===== src/rtl/salc_pkg.sv =====
// package for the set associative lru tag cache
// shared constants, field widths and the back state type; no dependencies
package salc_pkg;
	localparam int SET_COUNT_DEF  = 64;
	localparam int WAYS_DEF       = 4;
	localparam int LINE_BYTES_DEF = 64;
	localparam int ADDR_BITS_DEF  = 64;
	localparam int TAG_W          = 52;
	localparam int CNT_W          = 64;
	localparam int PEN_W          = 16;
	localparam int WAY_W          = 2;
	localparam int CFG_IDX_W      = 1;
	localparam logic [PEN_W-1:0] PEN_RESET = 16'd100;
	localparam logic [CFG_IDX_W-1:0] REG_MISS_PENALTY  = 1'd0;
	localparam logic [CFG_IDX_W-1:0] REG_CHARGE_ENABLE = 1'd1;

	typedef enum logic [1:0] {
		ST_IDLE,
		ST_LOOK,
		ST_CLEAR
	} back_state_t;
endpackage


===== src/rtl/salc_front.sv =====
// front part: accepts input words, cuts the address into set and tag, holds a two deep queue
// depends on salc_pkg
module salc_front import salc_pkg::*; #(
	parameter int SET_COUNT  = SET_COUNT_DEF,
	parameter int LINE_BYTES = LINE_BYTES_DEF,
	parameter int ADDR_BITS  = ADDR_BITS_DEF,
	localparam int SET_W     = (SET_COUNT > 1) ? $clog2(SET_COUNT + 1) - 1 : 0,
	localparam int SIDX_W    = (SET_W > 0) ? SET_W : 1
) (
	input  logic              clk,
	input  logic              arst_n,
	input  logic              in_valid,
	output logic              in_ready,
	input  logic              in_mode,
	input  logic [63:0]       in_addr,
	output logic              q_valid,
	input  logic              q_pop,
	output logic              q_flush,
	output logic [SIDX_W-1:0] q_set,
	output logic [TAG_W-1:0]  q_tag
);
	localparam int OFF_W = $clog2(LINE_BYTES + 1) - 1;
	localparam int TAG_START = OFF_W + SET_W;

	logic [1:0]              cnt_q;
	logic                    rd_q, wr_q;
	logic [1:0]              flush_q;
	logic [1:0][SIDX_W-1:0]  set_q;
	logic [1:0][TAG_W-1:0]   tag_q;
	logic [63:0]             addr_m;
	logic [127:0]            addr_x;
	logic [SIDX_W-1:0]       set_c;
	logic [TAG_W-1:0]        tag_c;
	logic                    push;

	always_comb begin
		addr_m = in_addr;
		for (int i = 0; i < 64; i++) begin
			if (i >= ADDR_BITS) addr_m[i] = 1'b0;
		end
		addr_x = {64'd0, addr_m};
		if (SET_W > 0) set_c = SIDX_W'(addr_x >> OFF_W);
		else set_c = '0;
		if (TAG_START < 64) tag_c = TAG_W'(addr_x >> TAG_START);
		else tag_c = '0;
	end

	assign in_ready = (cnt_q != 2'd2);
	assign push     = in_valid && in_ready;
	assign q_valid  = (cnt_q != 2'd0);
	assign q_flush  = flush_q[rd_q];
	assign q_set    = set_q[rd_q];
	assign q_tag    = tag_q[rd_q];

	always_ff @(posedge clk or negedge arst_n) begin
		if (!arst_n) begin
			cnt_q <= 2'd0;
			rd_q  <= 1'b0;
			wr_q  <= 1'b0;
		end else begin
			if (push) wr_q <= ~wr_q;
			if (q_pop) rd_q <= ~rd_q;
			cnt_q <= cnt_q + 2'(push) - 2'(q_pop);
		end
	end

	always_ff @(posedge clk) begin
		if (push) begin
			flush_q[wr_q] <= in_mode;
			set_q[wr_q]   <= set_c;
			tag_q[wr_q]   <= tag_c;
		end
	end
endmodule


===== config.mk =====
export PLATFORM = sky130hd
export DESIGN_NAME = salc_front
export DESIGN_NICKNAME = d
export VERILOG_FILES = /design/src/rtl/salc_pkg.sv /design/src/rtl/salc_front.sv
export SDC_FILE = /design/constraint.sdc
export NUM_CORES = 1
export LEC_CHECK = 0
export BUFFER_PORTS_ARGS = -buffer_cell sky130_fd_sc_hd__buf_2
export CORE_UTILIZATION = 45
export DETAILED_ROUTE_END_ITERATION = 10
export GPL_ROUTABILITY_DRIVEN = 0
export PLACE_DENSITY_LB_ADDON = 0.25
export SLEW_MARGIN = 20
export SYNTH_ARGS = -nofsm -noshare
export SYNTH_HDL_FRONTEND = slang
export SYNTH_SLANG_ARGS = --single-unit

===== constraint.sdc =====
create_clock -name clk -period 4.5 [get_ports clk]
set_input_delay 1.125 -clock clk [delete_from_list [all_inputs] [get_ports clk]]
set_output_delay 1.125 -clock clk [all_outputs]
set_load 0.02 [all_outputs]

==> summary.txt, run 1 <==
SYNTH
---------------------------------------------------------------------------------------
Adder-Cell Fraction of Synth Area                                                0.265%
Share of the yosys chip area belonging to registers                               77.3%
Combinational family with the most area after synthesis                    multiplexers
Post-synthesis instance total                                                       201
Syn Area/Cell                                                                  23.4 um2
Top-area cell type share of the netlist area                                      75.2%
Synthesized area                                                               4710 um2
Fraction of the mapped netlist area in compound gates                            0.398%
Number of nets in the synthesized netlist                                           271
Top cell type by total area after synthesis                                sky130_fd_sc_hd__edfxtp_1
Warnings, synthesis                                                                   0
Biggest area contributors in the synthesized netlist                       sky130_fd_sc_hd__edfxtp_1 75%, sky130_fd_sc_hd__mux2_4 19%, sky130_fd_sc_hd__dfrtp_1 2.1%
Number of register bits inferred by synthesis                                       122
Area fraction in and, or, nand and nor cells after synthesis                     0.823%
Fraction of synthesized cell area in xor and xnor cells                          0.743%
Netlist cell types                                                                   15
Mux share of post-synthesis cell area                                             18.8%

CLOCK TREE
---------------------------------------------------------------------------------------
Clock tree from TritonCTS                                                         built
# hold bufs at CTS                                                                    0
Clock-pin slew on the worst setup and hold paths                                0.06 ns
Maximum buffer depth of the clock tree                                                2
Total CTS buffers                                                                    17
Clock latency reported for the late side of the worst-skew pair                 0.50 ns
Count of cells resized by post-cts repair                                             0
Cell at the root of the clock tree                                         sky130_fd_sc_hd__clkbuf_8
Postcts setup bufs                                                                    0
Level count of the clock H-tree                                                       4
Clock net sink count                                                                122

STATUS
---------------------------------------------------------------------------------------
Run status                                                                    completed

HOLD PATH
---------------------------------------------------------------------------------------
Class of the most critical hold timing path                                 in -> async

POWER AND IR DROP
---------------------------------------------------------------------------------------
Overall power after layout                                                      4.45 mW
Clk pwr share                                                                     30.9%
Worst ir drop on vdd                                                           0.339 mV
P per Cell Area                                                              729 nW/um2
Internal                                                                        3.10 mW
Switching part of the total                                                       30.2%
Leak Pwr                                                                        2.48 nW
Part of the power in combinational logic                                          30.9%
Part of the power in registers                                                    38.2%
NetSw                                                                           1.34 mW

PLACED DESIGN
---------------------------------------------------------------------------------------
Total cell area at the placement stage                                         5460 um2
HPWL after DPL                                                                  4.77 mm
Number of buffer cells added on primary ports                                       123

GLOBAL ROUTE
---------------------------------------------------------------------------------------
Antenna violations before repair                                                      1
Overflow left after global routing                                                    0
Wire length of the first global-routing pass                                    11.3 mm
Via count of the first global-routing pass                                        2,364
Pin count of the biggest net entering global routing                                 61
Total global-route track usage                                                    14.2%

CRITICAL PATH
---------------------------------------------------------------------------------------
Critical path endpoint category                                            primary output
Arr. time, crit path                                                            2.11 ns
Total number of cells along the worst setup path                                      3
Worst path slowest cell                                                    sky130_fd_sc_hd__dfrtp_4
Delay contributed by the slowest stage of the critical path                     0.78 ns
CP max FO                                                                            33
Worst reg2reg path depth                                                              4
Top cell family by delay on the critical path                                flip-flops
CP required                                                                     3.38 ns
Category of the critical setup timing path                                   reg -> out
Critical Path, Cell by Cell                                                buf_16, mux2_4, buf_2
Number of buffers and inverters on the critical path                                  2
Sort of element at the start of the critical path                              register

ROUTING
---------------------------------------------------------------------------------------
Average detailed-routed wire length per instance                                15.5 um
Count of antenna-violating nets left after detailed routing                           0
Final Routed Wirelength                                                         7.53 mm
First-pass iteration count of the detailed router                                     6
Number of violations reported at the end of detailed-routing iteration 0             46
Post-route DRC                                                                        0
Total vias in the final route                                                     2,263
Number of vias per cell                                                            4.66

FLOORPLANNING
---------------------------------------------------------------------------------------
Die area                                                                     10,900 um2
Placement Rows                                                                       36
Overall die height                                                               104 um
Ports placed on the boundary                                                        130
Die span in x                                                                    104 um
Initial Utilization                                                               47.3%
Area of the core region                                                        9950 um2

STA
---------------------------------------------------------------------------------------
Slew of the pin with the lowest slew margin                                    0.770 ns
Max-Slew Margin vs Limit                                                          48.6%
Fin Clk Skew                                                                  0.0104 ns
Final TNS setup                                                                    0 ns
RSZ-0062 raised after global routing                                              false
Final worst path period share                                                     71.8%
Min Clock Period, post-route                                                    3.23 ns
Maximum clock frequency                                                         309 MHz
Final setup fails                                                                     0
Final count of pins violating max slew                                                0
Number of hold violations in the final report                                         0

FINISH
---------------------------------------------------------------------------------------
Synth-to-layout area growth                                                       29.5%
Design area                                                                    6100 um2
Nets                                                                                410
Antenna Diode Count                                                                   0
Core occupancy in the finished layout                                             61.3%
Proportion of layout cells with a drive suffix above 1                            62.6%

FLOW RUN
---------------------------------------------------------------------------------------
Reported max-cap violation count                                                      0

-- final cells by class --
class | count | area, um2
Fill cell | 745 | 3850
Sequential cell | 122 | 3650
Clock buffer | 17 | 414
Clock inverter | 15 | 198
Multi-Input combinational cell | 72 | 1000
Tap cell | 133 | 166
Timing Repair Buffer | 127 | 678
-- power groups by stage --
stage                     combinational (mW)  clock (mW)  sequential [mW]
after global routing                    1.46        1.44             1.73
final                                   1.38        1.38             1.70
after global placement                  1.30           0             1.79
after floorplan                         1.11           0             1.65
after CTS                               1.31        1.40             1.78
after detailed placement                1.31           0             1.80
-- worst paths after layout --
kind / from / endpoint / slack, ns
worst min-delay path: arst_n / cnt_q[1]$_DFF_PN0_ / 0.42
worst max register to register: cnt_q[0]$_DFF_PN0_ / tag_q[12]$_DFFE_PP_ / 2.53
worst max-delay path: rd_q$_DFFE_PN0P_ / q_set[5] / 1.27
max in group asynchronous: arst_n / rd_q$_DFFE_PN0P_ / 3.94
min in group clk: wr_q$_DFFE_PN0P_ / wr_q$_DFFE_PN0P_ / 0.55
worst min register to register: wr_q$_DFFE_PN0P_ / wr_q$_DFFE_PN0P_ / 0.55
-- cell families after synthesis --
| kind of cell | Yosys count |
|---|---|
| adder cells (fa/ha/maj) | 1 |
| AO/OA/AOI/OAI | 2 |
| flip-flops | 122 |
| buffers and inverters | 7 |
| multiplexers | 59 |
| AND/OR/NAND/NOR | 6 |
| XOR/XNOR | 4 |
-- registers in the layout, indices dropped and copies added (netlist names) --
signal / flops
wr_q: 1
set_q: 12
flush_q: 2
tag_q: 104
cnt_q: 2
rd_q: 1
-- cells in the final DEF (no fill, tap or decap), types with 2 or more instances in the layout --
cell	Yosys	layout
sky130_fd_sc_hd__mux2_4	59	59
sky130_fd_sc_hd__buf_4	0	2
sky130_fd_sc_hd__buf_2	0	123
sky130_fd_sc_hd__dfrtp_1	4	3
sky130_fd_sc_hd__xnor2_1	3	3
sky130_fd_sc_hd__clkinvlp_4	0	3
sky130_fd_sc_hd__clkinv_4	0	3
sky130_fd_sc_hd__clkbuf_16	0	16
sky130_fd_sc_hd__inv_6	0	2
sky130_fd_sc_hd__edfxtp_1	118	118
sky130_fd_sc_hd__bufinv_16	0	4
sky130_fd_sc_hd__clkinv_1	0	3
-- routing by layer --
metal	global-route usage, %	routed length, um	vias to the layer above
met4	6.73	91	0
met1	14.9	3030	1094
met5	0	0	-
met3	5.89	552	8
li1	-	-	1071
met2	24.7	3860	90
-- per-stage QoR --
step	setup slack (ns)	std cells	hold WS (ns)
floorplan	0.316	201	0.461
global placement	1.64	453	0.523
detailed placement	1.64	453	0.547
CTS	1.10	485	0.401
global route	1.16	486	0.401
finish	1.27	486	0.419
-- Yosys cell counts --
library cell               number
sky130_fd_sc_hd__edfxtp_1     118
sky130_fd_sc_hd__mux2_4        59
sky130_fd_sc_hd__buf_6          7
sky130_fd_sc_hd__dfrtp_1        4
sky130_fd_sc_hd__xnor2_1        3
sky130_fd_sc_hd__a21bo_1        1
sky130_fd_sc_hd__a21oi_2        1
sky130_fd_sc_hd__and3_1         1
sky130_fd_sc_hd__ha_1           1
sky130_fd_sc_hd__nand2_1        1
sky130_fd_sc_hd__nand2b_1       1
sky130_fd_sc_hd__nor2_1         1
sky130_fd_sc_hd__nor3b_2        1
sky130_fd_sc_hd__or2_2          1
sky130_fd_sc_hd__xor2_1         1
-- worst register-to-register path: cells and delay by family, from the launching register on --
kind                   cells  cell delay (ns)
buffers and inverters      1             0.30
flip-flops                 1             0.38
AND/OR/NAND/NOR            3             0.93
(Power assumes the default switching activity.)
==> run 2: changes to the inputs <==
==> constraint.sdc (replaced) <==
create_clock -name clk -period 3.3 [get_ports clk]
set_input_delay 0.825 -clock clk [delete_from_list [all_inputs] [get_ports clk]]
set_output_delay 0.825 -clock clk [all_outputs]
set_load 0.02 [all_outputs]
==> summary.txt, run 2 (synthesis results as in run 1) <==
CLOCK TREE
---------------------------------------------------------------------------------------
Postcts setup bufs                                                                    0   unchanged
Clock tree from TritonCTS                                                         built
Cell at the root of the clock tree                                         sky130_fd_sc_hd__clkbuf_8
Maximum buffer depth of the clock tree                                                2   unchanged
Clock-pin slew on the worst setup and hold paths                                0.05 ns   about the same
Clock latency reported for the late side of the worst-skew pair                 0.51 ns   about the same
Level count of the clock H-tree                                                       4   unchanged
Count of cells resized by post-cts repair                                             0   unchanged
Clock net sink count                                                                122   unchanged
# hold bufs at CTS                                                                    0   unchanged
Total CTS buffers                                                                    17   unchanged

CRITICAL PATH
---------------------------------------------------------------------------------------
Category of the critical setup timing path                                   reg -> out
Worst reg2reg path depth                                                              3   -1
Reg2reg setup slack                                                             1.54 ns   -0.99 ns
Critical path endpoint category                                            primary output
Arr. time, crit path                                                            1.84 ns   -0.27 ns
Last element of the critical path                                             q_tag[33]
Worst R2R End                                                              tag_q[100]$_DFFE_PP_
CP required                                                                     2.47 ns   -0.91 ns
CP max FO                                                                            23   -30%
Critical Path, Cell by Cell                                                buf_4, mux2_4, buf_2
Delay contributed by the slowest stage of the critical path                     0.44 ns   -0.34 ns
Worst path slowest cell                                                    sky130_fd_sc_hd__dfrtp_4
Sort of element at the start of the critical path                              register
RR Startpoint                                                              cnt_q[1]$_DFF_PN0_
Launching instance or port of the critical path                            rd_q$_DFFE_PN0P_

POWER AND IR DROP
---------------------------------------------------------------------------------------
Overall power after layout                                                      5.89 mW   +32%
Worst ir drop on vdd                                                           0.531 mV   +57%
Leak Pwr                                                                        2.46 nW   -0.64%
P per Cell Area                                                              974 nW/um2   +34%

FINISH
---------------------------------------------------------------------------------------
Antenna Diode Count                                                                   0   unchanged
Most flops, register                                                              tag_q
Most frequent standard cell in the layout excluding fill and tap cells     sky130_fd_sc_hd__buf_2
Nets                                                                                410   unchanged
Max reg flops                                                                       104   unchanged
Largest registers                                                          tag_q: 104 flops, set_q: 12 flops
Top library cells by usage in the layout, fill and taps aside              123 x sky130_fd_sc_hd__buf_2, 118 x sky130_fd_sc_hd__edfxtp_1, 59 x sky130_fd_sc_hd__mux2_4, 16 x sky130_fd_sc_hd__clkbuf_16, 5 x sky130_fd_sc_hd__clkinv_2
Synth-to-layout area growth                                                       28.3%
Design area                                                                    6050 um2   -0.90%
Proportion of layout cells with a drive suffix above 1                            62.1%   -0.50 points
Final Instance Count excl. Fillers                                                  484   -0.41%

ROUTING
---------------------------------------------------------------------------------------
Average detailed-routed wire length per instance                                14.8 um   -4.8%
Total vias in the final route                                                     2,250   -0.57%
Count of antenna-violating nets left after detailed routing                           0   unchanged
Post-route DRC                                                                        0   unchanged
Final Routed Wirelength                                                         7.14 mm   -5.2%
Number of vias per cell                                                            4.65   -0.16%
First-pass iteration count of the detailed router                                     4   -2
Number of violations reported at the end of detailed-routing iteration 0             64   +39%

PLACED DESIGN
---------------------------------------------------------------------------------------
Number of cells in the design after placement                                       454   +0.22%
Total cell area at the placement stage                                         5500 um2   +0.60%
Number of buffer cells added on primary ports                                       123   unchanged

STA
---------------------------------------------------------------------------------------
Min Clock Period, post-route                                                    2.66 ns
RSZ-0062 raised after global routing                                              false
Max-Slew Margin vs Limit                                                          63.6%   +15 points
Final count of pins violating max slew                                                0   unchanged
Slew of the pin with the lowest slew margin                                    0.547 ns   -0.223 ns
Final worst path period share                                                     80.7%
Final setup fails                                                                     0   unchanged
Maximum clock frequency                                                         375 MHz
Final TNS setup                                                                    0 ns   unchanged
Number of hold violations in the final report                                         0   unchanged
Fin Clk Skew                                                                 0.00910 ns   -0.00133 ns

FLOORPLANNING
---------------------------------------------------------------------------------------
Ports placed on the boundary                                                        130   unchanged
Area of the core region                                                        9950 um2   unchanged
Die area                                                                     10,900 um2   unchanged
Die span in x                                                                    104 um   unchanged
Overall die height                                                               104 um   unchanged
Initial Utilization                                                               47.3%   unchanged
Placement Rows                                                                       36   unchanged

STATUS
---------------------------------------------------------------------------------------
Run status                                                                    completed

HOLD PATH
---------------------------------------------------------------------------------------
Class of the most critical hold timing path                                 in -> async

GLOBAL ROUTE
---------------------------------------------------------------------------------------
Total global-route track usage                                                    14.1%   -0.083 points
Via count of the first global-routing pass                                        2,342   -0.93%
Pin count of the biggest net entering global routing                                 60   -1.6%
Wire length of the first global-routing pass                                    11.3 mm   -0.30%
Antenna violations before repair                                                      0   -1
Overflow left after global routing                                                    0   unchanged

FLOW RUN
---------------------------------------------------------------------------------------
Reported max-cap violation count                                                      0   unchanged

==> run 2: changes by cell type in the layout (fill, tap and decap cells not counted), sizes merged <==
cell,previous run,this run
clkbuf,17,19
clkinvlp,3,1
inv,2,0
bufinv,4,3
clkinv,6,7
==> run 2: critical path: cells and delay by family (launching register included) <==
family	cells	cell delay (ns)
buffers and inverters	2	0.55
DFF	1	0.44
muxes	1	0.34
==> run 2: worst min-delay path by stage <==
stage / end / start / slack, ns
after floorplan: wr_q$_DFFE_PN0P_ / wr_q$_DFFE_PN0P_ / 0.48
after global placement: cnt_q[0]$_DFF_PN0_ / cnt_q[0]$_DFF_PN0_ / 0.52
after detailed placement: wr_q$_DFFE_PN0P_ / wr_q$_DFFE_PN0P_ / 0.55
after CTS: cnt_q[0]$_DFF_PN0_ / arst_n / 0.1
after global routing: cnt_q[0]$_DFF_PN0_ / arst_n / 0.1
final: wr_q$_DFFE_PN0P_ / arst_n / 0.12
==> run 2: report_power, final <==
group	switching, mW	total (mW)	internal, mW
Combinational	1.07	1.95	0.889
Sequential	0.101	2.23	2.13
Clock	0.584	1.71	1.13
==> run 2: metrics by stage <==
step	setup WS [ns]	utilization [%]	hold WS (ns)
2_1_floorplan	0.402	-	0.479
3_3_place_gp	1.13	55.2	0.517
3_5_place_dp	1.12	55.2	0.548
4_1_cts	0.587	60.8	0.100
5_1_grt	0.548	60.8	0.100
6_report	0.635	60.8	0.123
==> run 2: metal layers <==
layer  GRT usage (%)  up-vias  routed length, um
li1                -     1075                  -
met2            22.7       82               3530
met1            16.2     1080               3010
met4            7.35        0                112
met5               0        -                  0
met3            5.76       13                492
==> run 2: area by class of cell <==
class                           instances  area [um2]
Clock inverter                         11         130
Timing Repair Buffer                  127         683
Multi-Input combinational cell         72        1000
Tap cell                              133         166
Fill cell                             762        3910
Clock buffer                           19         422
Sequential cell                       122        3650
==> run 3: changes to the inputs <==
==> constraint.sdc (replaced) <==
create_clock -name clk -period 2.8 [get_ports clk]
set_input_delay 0.7 -clock clk [delete_from_list [all_inputs] [get_ports clk]]
set_output_delay 0.7 -clock clk [all_outputs]
set_load 0.02 [all_outputs]
==> summary.txt, run 3 (synthesis results as in run 1) <==
STATUS
---------------------------------------------------------------------------------------
Run status                                                                    completed

CRITICAL PATH
---------------------------------------------------------------------------------------
Critical path endpoint category                                            primary output
Worst R2R End                                                              set_q[4]$_DFFE_PP_
Reg2reg setup slack                                                             1.23 ns   -0.31 ns
CP max FO                                                                            29   +26%
RR Startpoint                                                              cnt_q[1]$_DFF_PN0_
Sort of element at the start of the critical path                              register
Worst reg2reg path depth                                                              4   +1
Category of the critical setup timing path                                   reg -> out
CP required                                                                     2.10 ns   -0.37 ns
Arr. time, crit path                                                            1.85 ns   about the same

POWER AND IR DROP
---------------------------------------------------------------------------------------
P per Cell Area                                                             1150 nW/um2   +19%
Overall power after layout                                                      7.02 mW   +19%
Worst ir drop on vdd                                                           0.557 mV   +5.0%
Leak Pwr                                                                        2.46 nW   +0.20%

ROUTING
---------------------------------------------------------------------------------------
First-pass iteration count of the detailed router                                     4   unchanged
Average detailed-routed wire length per instance                                15.0 um   +1.6%
Total vias in the final route                                                     2,315   +2.9%
Number of vias per cell                                                            4.73   +1.8%
Count of antenna-violating nets left after detailed routing                           0   unchanged
Highest routed layer                                                               met4
Total met3 wirelength after detailed routing                                     482 um   -2.0%
Number of violations reported at the end of detailed-routing iteration 0             74   +16%
Final Routed Wirelength                                                         7.33 mm   +2.6%
Post-route DRC                                                                        0   unchanged
Met1 WL                                                                         3.06 mm   +1.6%
Total met2 wirelength after detailed routing                                    3.65 mm   +3.5%

GLOBAL ROUTE
---------------------------------------------------------------------------------------
Antenna violations before repair                                                      0   unchanged
Pin count of the biggest net entering global routing                                 37   -38%
Wire length of the first global-routing pass                                    11.5 mm   +2.0%
Overflow left after global routing                                                    0   unchanged
Via count of the first global-routing pass                                        2,359   +0.73%
Total global-route track usage                                                    14.5%   +0.34 points

CLOCK TREE
---------------------------------------------------------------------------------------
Total CTS buffers                                                                    17   unchanged
Maximum buffer depth of the clock tree                                                2   unchanged
Cell at the root of the clock tree                                         sky130_fd_sc_hd__clkbuf_8
Level count of the clock H-tree                                                       4   unchanged
Clock tree from TritonCTS                                                         built
Clock-pin slew on the worst setup and hold paths                                0.06 ns   about the same
Postcts setup bufs                                                                    0   unchanged
Clock net sink count                                                                122   unchanged
Clock latency reported for the late side of the worst-skew pair                 0.51 ns   about the same

FINISH
---------------------------------------------------------------------------------------
Nets                                                                                413   +0.73%
Synth-to-layout area growth                                                       29.1%
Largest registers                                                          tag_q: 104 flops, set_q: 12 flops
Proportion of layout cells with a drive suffix above 1                            62.4%   +0.25 points
Final Instance Count excl. Fillers                                                  489   +1.0%
Max reg flops                                                                       104   unchanged
Antenna Diode Count                                                                   0   unchanged
Most flops, register                                                              tag_q
Top library cells by usage in the layout, fill and taps aside              123 x sky130_fd_sc_hd__buf_2, 118 x sky130_fd_sc_hd__edfxtp_1, 59 x sky130_fd_sc_hd__mux2_4, 16 x sky130_fd_sc_hd__clkbuf_16, 5 x sky130_fd_sc_hd__clkinvlp_4
Most frequent standard cell in the layout excluding fill and tap cells     sky130_fd_sc_hd__buf_2

FLOORPLANNING
---------------------------------------------------------------------------------------
Area of the core region                                                        9950 um2   unchanged
Initial Utilization                                                               47.3%   unchanged
Die span in x                                                                    104 um   unchanged
Placement Rows                                                                       36   unchanged
Overall die height                                                               104 um   unchanged
Ports placed on the boundary                                                        130   unchanged
Die area                                                                     10,900 um2   unchanged

FLOW RUN
---------------------------------------------------------------------------------------
Reported max-cap violation count                                                      0   unchanged

STA
---------------------------------------------------------------------------------------
RSZ-0062 raised after global routing                                              false
Final TNS setup                                                                    0 ns   unchanged
Maximum clock frequency                                                         392 MHz
Final count of pins violating max slew                                                0   unchanged
Number of hold violations in the final report                                         0   unchanged
Fin Clk Skew                                                                 0.00520 ns   -0.00390 ns
Slew of the pin with the lowest slew margin                                    0.499 ns   -0.0480 ns
Worst hold margin                                                              0.377 ns   +0.254 ns
Max-Slew Margin vs Limit                                                          66.8%   +3.2 points
Min Clock Period, post-route                                                    2.55 ns
Final setup fails                                                                     0   unchanged
Final worst path period share                                                     91.2%

HOLD PATH
---------------------------------------------------------------------------------------
Worst hold endpoint                                                        tag_q[14]$_DFFE_PP_
Class of the most critical hold timing path                                   in -> reg
Min-Delay Path Depth                                                                  1
Launch instance of the worst min-delay path                                 in_addr[26]

PLACED DESIGN
---------------------------------------------------------------------------------------
Number of buffer cells added on primary ports                                       123   unchanged
Number of cells in the design after placement                                       456   +0.44%
HPWL after DPL                                                                  4.49 mm

## run 3: timing repair
action                    4_1_cts  5_1_grt
hold buffers                    1        0
hold endpoints to repair        4        0
gates resized for setup         0        0
## run 3: final cells by class
type,instances,area [um2]
fillers,753,3870
flip-flops and latches,122,3650
multi-input cells,72,1000
repair buffers,130,696
clock buffers,20,425
well taps,133,166
clock inverters,12,150
## run 3: stage by stage
step | util, % | setup WS (ns) | area [um2]
finish | 61.1 | 0.247 | 6080
global route | 61.1 | 0.190 | 6080
CTS | 61.1 | 0.218 | 6080
detailed placement | 55.2 | 0.775 | 5500
global placement | 55.2 | 0.771 | 5500
floorplan | - | 0.0266 | 4720
## run 3: routing by layer
layer  global-route usage (%)  up-vias
li1                         -     1078
met2                     23.1       79
met3                     5.83       13
met5                        0        -
met1                     16.5     1145
met4                     8.27        0
## run 3: critical path, cell delays in order, from the launching register on
cell and delay (ns):
sky130_fd_sc_hd__dfrtp_4 0.55, sky130_fd_sc_hd__buf_12 0.27, sky130_fd_sc_hd__mux2_4 0.33, sky130_fd_sc_hd__buf_2 0.16
## run 3: how the worst max path moves through the flow
stage,slack [ns],endpoint,cells after the start,startpoint
final,0.25,q_tag[0],3,rd_q$_DFFE_PN0P_
after global routing,0.19,q_tag[4],3,rd_q$_DFFE_PN0P_
after CTS,0.22,q_tag[29],3,rd_q$_DFFE_PN0P_
after detailed placement,0.78,q_tag[30],3,rd_q$_DFFE_PN0P_
after global placement,0.77,q_set[3],3,rd_q$_DFFE_PN0P_
after floorplan,0.03,flush_q[0]$_DFFE_PP_,2,in_valid
## run 3: power by group
part	internal, mW	switching [mW]
logic	1.05	1.24
clock network	1.35	0.730
registers	2.51	0.151
total	4.90	2.12
